--- src/design/sscd_pkg.sv ---
// shared constants, word kind codes and the character decoder
// for the seven-segment display scanner; no dependencies
package sscd_pkg;

    localparam int DIGITS_DEF = 8;

    localparam int SEG_W  = 8;
    localparam int KIND_W = 3;
    localparam int CHAR_W = 8;
    localparam int ON_W   = 16;
    localparam int GAP_W  = 8;
    localparam int CFG_W  = 16;
    localparam int CIDX_W = 1;

    localparam logic [ON_W-1:0]  ON_TICKS_RST  = 16'd100;
    localparam logic [GAP_W-1:0] GAP_TICKS_RST = 8'd5;

    localparam logic [CIDX_W-1:0] REG_ON_TICKS  = 1'd0;
    localparam logic [CIDX_W-1:0] REG_GAP_TICKS = 1'd1;

    localparam logic [KIND_W-1:0] KIND_TICK  = 3'd0;
    localparam logic [KIND_W-1:0] KIND_PUSH  = 3'd1;
    localparam logic [KIND_W-1:0] KIND_BEGIN = 3'd2;
    localparam logic [KIND_W-1:0] KIND_CHAR  = 3'd3;
    localparam logic [KIND_W-1:0] KIND_END   = 3'd4;

    localparam logic [CHAR_W-1:0] CH_BEL  = 8'h07;
    localparam logic [CHAR_W-1:0] CH_LF   = 8'h0A;
    localparam logic [CHAR_W-1:0] CH_CR   = 8'h0D;
    localparam logic [CHAR_W-1:0] CH_DOT  = 8'h2E;
    localparam logic [CHAR_W-1:0] CH_DASH = 8'h2D;

    localparam logic [SEG_W-1:0] DP_BIT   = 8'h80;
    localparam logic [SEG_W-1:0] SEG_DASH = 8'h40;

    localparam logic [SEG_W-1:0] HEX_GLYPH [16] = '{
        8'h3F, 8'h06, 8'h5B, 8'h4F, 8'h66, 8'h6D, 8'h7D, 8'h07,
        8'h7F, 8'h6F, 8'h77, 8'h7C, 8'h39, 8'h5E, 8'h79, 8'h71
    };

    // hex digits in either case and minus; anything else is blank
    function automatic logic [SEG_W-1:0] glyph_of(input logic [CHAR_W-1:0] c);
        logic [SEG_W-1:0] g;
        g = '0;
        if (c >= 8'h30 && c <= 8'h39) begin
            g = HEX_GLYPH[4'(c - 8'h30)];
        end else if (c >= 8'h41 && c <= 8'h46) begin
            g = HEX_GLYPH[4'(c - 8'h37)];
        end else if (c >= 8'h61 && c <= 8'h66) begin
            g = HEX_GLYPH[4'(c - 8'h57)];
        end else if (c == CH_DASH) begin
            g = SEG_DASH;
        end
        return g;
    endfunction

endpackage

--- src/design/sscd_buffer.sv ---
// digit code buffer with push and string fill; depends on sscd_pkg
// presents the buffer after the word's update for the result register
module sscd_buffer
    import sscd_pkg::*;
#(
    parameter int DIGITS = DIGITS_DEF
) (
    input  logic                         aclk,
    input  logic                         aresetn,
    input  logic                         upd_en,
    input  logic [KIND_W-1:0]            kind,
    input  logic [CHAR_W-1:0]            char_code,
    output logic [DIGITS-1:0][SEG_W-1:0] codes_next
);

    localparam int POS_W = $clog2(DIGITS + 1);

    logic [DIGITS-1:0][SEG_W-1:0] codes_reg;
    logic [POS_W-1:0]             pos_reg, pos_next;
    logic [SEG_W-1:0]             glyph;
    logic [POS_W-1:0]             pos_prev;
    logic                         pos_full;

    assign glyph    = glyph_of(char_code);
    assign pos_prev = pos_reg - POS_W'(1);
    assign pos_full = (pos_reg >= POS_W'(DIGITS));

    always_comb begin
        codes_next = codes_reg;
        pos_next   = pos_reg;
        unique case (kind)
            KIND_PUSH: begin
                if (char_code == CH_CR || char_code == CH_LF) begin
                    codes_next = '0;
                end else if (char_code != CH_BEL) begin
                    for (int i = DIGITS - 1; i > 0; i--) begin
                        codes_next[i] = codes_reg[i-1];
                    end
                    codes_next[0] = glyph;
                end
            end
            KIND_BEGIN: begin
                pos_next = '0;
            end
            KIND_CHAR: begin
                if (char_code == CH_DOT) begin
                    // dot marks the digit written last
                    for (int i = 0; i < DIGITS; i++) begin
                        if (pos_reg != '0 && pos_prev == POS_W'(i)) begin
                            codes_next[i] = codes_reg[i] | DP_BIT;
                        end
                    end
                end else if (!pos_full) begin
                    for (int i = 0; i < DIGITS; i++) begin
                        if (pos_reg == POS_W'(i)) begin
                            codes_next[i] = glyph;
                        end
                    end
                    pos_next = pos_reg + POS_W'(1);
                end
            end
            KIND_END: begin
                // blank what the string did not reach
                for (int i = 0; i < DIGITS; i++) begin
                    if (pos_reg != '0 && POS_W'(i) >= pos_reg) begin
                        codes_next[i] = '0;
                    end
                end
            end
            default: begin
            end
        endcase
    end

    always_ff @(posedge aclk) begin
        if (!aresetn) begin
            codes_reg <= '0;
            pos_reg   <= '0;
        end else if (upd_en) begin
            codes_reg <= codes_next;
            pos_reg   <= pos_next;
        end
    end

endmodule

--- src/design/sscd_scan.sv ---
// scan sequencer: lit and gap phases counted in ticks; depends on sscd_pkg
// holds the timing registers written through the configuration port
module sscd_scan
    import sscd_pkg::*;
#(
    parameter int DIGITS = DIGITS_DEF,
    parameter int DIG_W  = (DIGITS > 1) ? $clog2(DIGITS) : 1
) (
    input  logic              aclk,
    input  logic              aresetn,
    input  logic              cfg_wr_en,
    input  logic [CIDX_W-1:0] cfg_index,
    input  logic [CFG_W-1:0]  cfg_wdata,
    input  logic              tick_en,
    output logic [DIG_W-1:0]  scan_digit,
    output logic              scan_in_gap
);

    logic [ON_W-1:0]  on_ticks_reg;
    logic [GAP_W-1:0] gap_ticks_reg;
    logic [ON_W-1:0]  count_reg, count_next;
    logic [DIG_W-1:0] digit_reg, digit_next, digit_inc;
    logic             gap_reg, gap_next;
    logic [ON_W-1:0]  on_len;
    logic [ON_W:0]    count_p1;
    logic             lit_done, gap_done;

    assign on_len    = (on_ticks_reg == '0) ? ON_W'(1) : on_ticks_reg;
    assign count_p1  = {1'b0, count_reg} + (ON_W+1)'(1);
    assign lit_done  = (count_p1 >= {1'b0, on_len});
    assign gap_done  = (count_p1 >= (ON_W+1)'(gap_ticks_reg));
    assign digit_inc = (digit_reg == DIG_W'(DIGITS - 1)) ? '0 : digit_reg + DIG_W'(1);

    always_comb begin
        count_next = count_reg + ON_W'(1);
        digit_next = digit_reg;
        gap_next   = gap_reg;
        if (!gap_reg) begin
            if (lit_done) begin
                count_next = '0;
                if (gap_ticks_reg != '0) begin
                    gap_next = 1'b1;
                end else begin
                    digit_next = digit_inc;
                end
            end
        end else if (gap_done) begin
            count_next = '0;
            gap_next   = 1'b0;
            digit_next = digit_inc;
        end
    end

    always_ff @(posedge aclk) begin
        if (!aresetn) begin
            on_ticks_reg  <= ON_TICKS_RST;
            gap_ticks_reg <= GAP_TICKS_RST;
        end else if (cfg_wr_en) begin
            unique case (cfg_index)
                REG_ON_TICKS:  on_ticks_reg  <= cfg_wdata[ON_W-1:0];
                REG_GAP_TICKS: gap_ticks_reg <= cfg_wdata[GAP_W-1:0];
                default: begin
                end
            endcase
        end
    end

    always_ff @(posedge aclk) begin
        if (!aresetn) begin
            count_reg <= '0;
            digit_reg <= '0;
            gap_reg   <= 1'b0;
        end else if (tick_en) begin
            count_reg <= count_next;
            digit_reg <= digit_next;
            gap_reg   <= gap_next;
        end
    end

    assign scan_digit  = digit_reg;
    assign scan_in_gap = gap_reg;

endmodule

--- src/design/seven_segment_char_display_scanner.sv ---
// top level of the seven-segment display scanner: buffer, scan sequencer
// and result register; depends on sscd_pkg, sscd_buffer, sscd_scan
//
// One word in, one result word out. Every accepted word updates the digit
// buffer and the scan state in the cycle it is accepted, and its result
// lands in the output register on the same edge. A new word is taken
// whenever the output register is empty or is being drained, so the block
// sustains one word per clock under no backpressure. The result shows the
// buffer after the word's update and the scan phase before a tick word
// advances it. Tick words step the scan: each digit is lit for on_ticks
// ticks (0 acts as 1), then all digits are dark for gap_ticks ticks. Push
// words shift the buffer up one place and enter at digit 0; BEL pulses
// bell, CR or LF clear the display. String words fill from digit 0 up, a
// dot sets the decimal point of the digit written last, and the end word
// blanks the digits the string did not reach. The user must write timing
// registers via the plain write port while idle; it is not enforced.
module seven_segment_char_display_scanner
    import sscd_pkg::*;
#(
    parameter int DIGITS = DIGITS_DEF
) (
    input  logic              aclk,
    input  logic              aresetn,
    // configuration
    input  logic              cfg_wr_en,
    input  logic [CIDX_W-1:0] cfg_index,
    input  logic [CFG_W-1:0]  cfg_wdata,
    // input words
    input  logic              s_valid,
    output logic              s_ready,
    input  logic [KIND_W-1:0] s_kind,
    input  logic [CHAR_W-1:0] s_char_code,
    // result words
    output logic              m_valid,
    input  logic              m_ready,
    output logic [SEG_W-1:0]  m_segments,
    output logic [7:0]        m_digit_enable,
    output logic              m_bell
);

    localparam int DIG_W = (DIGITS > 1) ? $clog2(DIGITS) : 1;

    logic                         accept;
    logic [DIGITS-1:0][SEG_W-1:0] codes_next;
    logic [DIG_W-1:0]             scan_digit;
    logic                         scan_in_gap;
    logic [SEG_W-1:0]             seg_next;
    logic [7:0]                   en_next;
    logic                         bell_next;

    logic             m_valid_reg;
    logic [SEG_W-1:0] m_segments_reg;
    logic [7:0]       m_digit_enable_reg;
    logic             m_bell_reg;

    // output register empty or draining this cycle
    assign s_ready = !m_valid_reg || m_ready;
    assign accept  = s_valid && s_ready;

    sscd_buffer #(
        .DIGITS(DIGITS)
    ) u_buffer (
        .aclk      (aclk),
        .aresetn   (aresetn),
        .upd_en    (accept),
        .kind      (s_kind),
        .char_code (s_char_code),
        .codes_next(codes_next)
    );

    // scan only moves on tick words
    sscd_scan #(
        .DIGITS(DIGITS),
        .DIG_W (DIG_W)
    ) u_scan (
        .aclk       (aclk),
        .aresetn    (aresetn),
        .cfg_wr_en  (cfg_wr_en),
        .cfg_index  (cfg_index),
        .cfg_wdata  (cfg_wdata),
        .tick_en    (accept && s_kind == KIND_TICK),
        .scan_digit (scan_digit),
        .scan_in_gap(scan_in_gap)
    );

    // dark during the gap; enables above the eighth digit read as zero
    always_comb begin
        seg_next = '0;
        en_next  = '0;
        if (!scan_in_gap) begin
            seg_next = codes_next[scan_digit];
            for (int i = 0; i < 8; i++) begin
                en_next[i] = (int'(scan_digit) == i);
            end
        end
    end

    assign bell_next = (s_kind == KIND_PUSH) && (s_char_code == CH_BEL);

    always_ff @(posedge aclk) begin
        if (!aresetn) begin
            m_valid_reg <= 1'b0;
        end else if (accept) begin
            m_valid_reg <= 1'b1;
        end else if (m_ready) begin
            m_valid_reg <= 1'b0;
        end
    end

    always_ff @(posedge aclk) begin
        if (accept) begin
            m_segments_reg     <= seg_next;
            m_digit_enable_reg <= en_next;
            m_bell_reg         <= bell_next;
        end
    end

    assign m_valid        = m_valid_reg;
    assign m_segments     = m_segments_reg;
    assign m_digit_enable = m_digit_enable_reg;
    assign m_bell         = m_bell_reg;

endmodule
--- config.mk ---
export PLATFORM = sky130hd
export DESIGN_NAME = seven_segment_char_display_scanner
export DESIGN_NICKNAME = d
export VERILOG_FILES = /design/src/design/sscd_pkg.sv /design/src/design/sscd_buffer.sv /design/src/design/sscd_scan.sv /design/src/design/seven_segment_char_display_scanner.sv
export SDC_FILE = /design/constraint.sdc
export NUM_CORES = 1
export LEC_CHECK = 0
export BUFFER_PORTS_ARGS = -buffer_cell sky130_fd_sc_hd__buf_2
export CORE_UTILIZATION = 60
export CTS_CLUSTER_SIZE = 16
export DETAILED_ROUTE_END_ITERATION = 7
export GPL_ROUTABILITY_DRIVEN = 0
export MAX_ROUTING_LAYER = met4
export PLACE_DENSITY = 0.79
export SLEW_MARGIN = 20
export SYNTH_ARGS = -nofsm -noshare
export SYNTH_HDL_FRONTEND = slang
export SYNTH_HIERARCHICAL = 1
export SYNTH_SLANG_ARGS = --single-unit
--- constraint.sdc ---
create_clock -name aclk -period 9.23 [get_ports aclk]
set_input_delay 1.3845 -clock aclk [delete_from_list [all_inputs] [get_ports aclk]]
set_output_delay 1.3845 -clock aclk [all_outputs]
set_load 0.01 [all_outputs]
==> out/metrics.yaml <==
run_status:
  status: "finished with violations"
  violations: "design-rule violations"
critical_path:
  critical_path_class: "input port to register"
  critPathLaunchType: "input port"
  r2r_end: "m_segments[1]$_SDFFCE_PP0P_"
  max_stage_delay_ns: 0.56
  cp_top_family: "compound AO/OA/AOI/OAI gates"
  ff2ff_setup_slack_ns: 5.32
  critical_path_arrival_ns: 4.45
  cp.required_ns: 9.37
  r2r_cells: 10
  cp_max_fo: 63
  reg2reg_from: "u_buffer/pos_reg[0]$_SDFFE_PN0P_"
  crit_chain: "buf_2 -> inv_1 -> ha_1 -> nand2_1 -> a311oi_2 -> nor2_4 -> buf_4 -> a22o_1 -> a221o_1 -> mux4_2 -> mux2i_1 -> nor2_1"
  slowest_stage: "a311oi_2"
  end_kind: "register"
  path_buf_inv: 3
hold_path:
  hold_end: "u_scan/on_ticks_reg[0]$_SDFFE_PN0P_"
  hp-start: "u_scan/on_ticks_reg[0]$_SDFFE_PN0P_"
  hold_depth: 2
  hp-class: "register to register"
global_route:
  grt_start_max_net_pins: 64
  grt_overflow_total: 0
  grt_pass1_vias: 7488
  antenna_found_initial: 0
  grt_usage: 0.3662
  grt_pass1_wl_um: 40280
synth:
  ys_ff_latch: 130
  synth.area.mux_share: 0.06109
  synth_top_family_by_area: "compound AO/OA/AOI/OAI gates"
  synth-compound-area-share: 0.2564
  yosysWarnings: 6
  syn_nets: 1094
  netlist_area_sq_um: 8643
  synth_xor_area_frac: 0.02128
  synthAdderAreaFrac: 0.05935
  synth-seq-area-share: 0.3208
  syn_avg_cell_area_sq_um: 8.474
  synth_cell_types: 93
  synth_edf_count: 17
  synthCells: 1020
  async_reset_ff_frac: 0
  synth_ff_type: "dfxtp_1"
  synthSimpleGateAreaFrac: 0.2160
detailed_routing:
  drt_first_iter_violations: 1560
  antenna_left: 0
  drt_wl_total_um: 25920
  drc: 7
  drt_pass1_iterations: 8
  wl_per_cell_um: 21.17
  via_count: 8412
  avgViaCountPerCell: 6.873
finish:
  layoutNonFillerInstCount: 1224
  largest_reg_flops: 64
  num-fill-cells: 1149
  fin_area_sq_um: 9500
  drive_gt1_frac: 0.1341
  diodes: 0
  area_growth_pct: 9.916
  final_nets: 1105
floorplanning:
  core_sq_um: 13990
  ios: 52
  num_rows: 43
  dieArea_sq_um: 14890
  fp.dieH_um: 122.0
  die_w_um: 122.0
  start_util: 0.6179
sta:
  min_period_ns: 4.304
  tns_ns: 0
  slew-limit-headroom: 0.3014
  maxSlewViolCount: 0
  fin_ws_ns: 4.926
  skew_ns: 0.01044
  fmax_mhz: 232.3
  rsz0062_at_grt: "no"
  fin_crit_sh: 0.4663
  hold_slack_ns: 0.4732
  setup_viol: 0
  worstMarginPinSlew_ns: 1.040
  finalHoldViolations: 0
power_and_ir_drop:
  pwr-share-clk: 0.492
  peakVddDrop_mv: 0.1223
  power_density_nw_per_um2: 151.5
  intPower_mw: 1.069
  p_leak_nw: 3.907
  p_sw_mw: 0.3700
  power_frac_seq: 0.411
  pwr-share-comb: 0.097
  swShare: 0.2571
placement:
  dp.final_hpwl_um: 17310
  io_buffers: 51
  dp.cells: 1192
  pre_cts_slack_ns: 4.639
  postPlaceCellArea_sq_um: 8866
clock_network:
  cts_resized: 0
  numClockSinks: 130
  cts.path.max_buffers: 2
  clk_latency_ns: 0.42
  numCtsBuffers: 17
  htree_levels: 4
  cts.clk_slew.worst_paths_ns: 0.06
  ctsHoldBuffers: 0
  clockRootBuffer: "clkbuf_16"
  cts_tree: "yes"
  cts_setup_buffers: 0
job:
  drv_cap: 0
[worst max-delay path by stage]
stage                         startpoint                           to  slack (ns)  cells after the start
after floorplan           s_char_code[2]  m_segments[5]$_SDFFCE_PP0P_        4.93                     13
after global placement    s_char_code[0]  m_segments[2]$_SDFFCE_PP0P_        4.75                     12
after detailed placement  s_char_code[1]  m_segments[0]$_SDFFCE_PP0P_        4.64                     12
after CTS                 s_char_code[1]  m_segments[0]$_SDFFCE_PP0P_        5.05                     12
after global routing      s_char_code[1]  m_segments[5]$_SDFFCE_PP0P_        4.82                     12
final                     s_char_code[1]  m_segments[0]$_SDFFCE_PP0P_        4.93                     12
[cell type report]
type,count,area (sq um),share of cell area
Inverter,60,225.2,0.02371
Clock inverter,10,117.6,0.01238
Timing Repair Buffer,60,322.8,0.03398
Clock buffer,22,506.7,0.05334
Tap cell,180,225.2,0.02371
Sequential cell,130,2773,0.2918
Multi-Input combinational cell,762,5330,0.5610
[Yosys cell counts (9+ instances only)]
| library cell | n | share of area |
|---|---|---|
| a21o_1 | 23 | 0.020 |
| ha_1 | 41 | 0.059 |
| a21oi_1 | 51 | 0.030 |
| buf_2 | 15 | 0.0087 |
| a222oi_1 | 11 | 0.013 |
| xnor2_1 | 11 | 0.011 |
| and2_1 | 9 | 0.0065 |
| clkbuf_1 | 40 | 0.017 |
| xor2_1 | 10 | 0.010 |
| mux2i_1 | 13 | 0.015 |
| nor3_1 | 22 | 0.013 |
| a221o_1 | 11 | 0.013 |
| a22oi_1 | 31 | 0.027 |
| o21ai_0 | 57 | 0.033 |
| inv_1 | 59 | 0.026 |
| o2bb2ai_1 | 16 | 0.016 |
| a22o_1 | 26 | 0.026 |
| nand4_1 | 15 | 0.011 |
| nor2_1 | 45 | 0.020 |
| dfxtp_1 | 113 | 0.26 |
| edfxtp_1 | 17 | 0.059 |
| mux4_2 | 16 | 0.042 |
| nand2_1 | 152 | 0.066 |
| nand2b_1 | 11 | 0.0080 |
| nand3_1 | 37 | 0.021 |
| and3_1 | 13 | 0.0094 |
[cells by family (layout without fill, tap and decap cells)]
group,after synthesis,in the layout
AND/OR/NAND/NOR,369,369
AO/OA/AOI/OAI,300,300
flip-flops,130,130
buffers and inverters,128,152
adder cells (fa/ha/maj),41,41
multiplexers,31,31
XOR/XNOR,21,21
[power groups by stage]
stage	Clock, mW	Combinational [mW]	Sequential [mW]
5_1_grt	0.738	0.148	0.592
2_1_floorplan	0	0.0866	0.602
3_3_place_gp	0	0.131	0.603
4_1_cts	0.710	0.133	0.591
3_5_place_dp	0	0.133	0.603
6_report	0.708	0.140	0.591
[metal layers]
metal	vias up	wire, um	track usage
li1	3811	-	-
met5	-	0	-
met2	594	10670	0.4855
met4	0	965	0.1497
met1	3895	11000	0.5094
met3	112	3282	0.1114
[through the flow]
step / power [mW] / util
2_1_floorplan: 0.6887 / -
3_3_place_gp: 0.7341 / 0.6335
3_5_place_dp: 0.7359 / 0.6338
4_1_cts: 1.434 / 0.6784
5_1_grt: 1.478 / 0.6792
6_report: 1.439 / 0.6792
[cell usage in the layout (no fill, tap or decap), types with 21 or more instances in the layout]
cell | netlist | layout
nor2_1 | 45 | 44
o21ai_0 | 57 | 57
nor3_1 | 22 | 21
a21oi_1 | 51 | 51
a22o_1 | 26 | 26
nand3_1 | 37 | 37
nand2_1 | 152 | 152
a22oi_1 | 31 | 31
buf_2 | 15 | 51
inv_1 | 59 | 59
ha_1 | 41 | 41
a21o_1 | 23 | 23
dfxtp_1 | 113 | 113
[tightest hold or removal path: stages, from the launching register on]
cell and delay [ns]:
dfxtp_1 0.31, nand2_1 0.06, a21oi_1 0.06
Power figures use the tool's default switching activity.
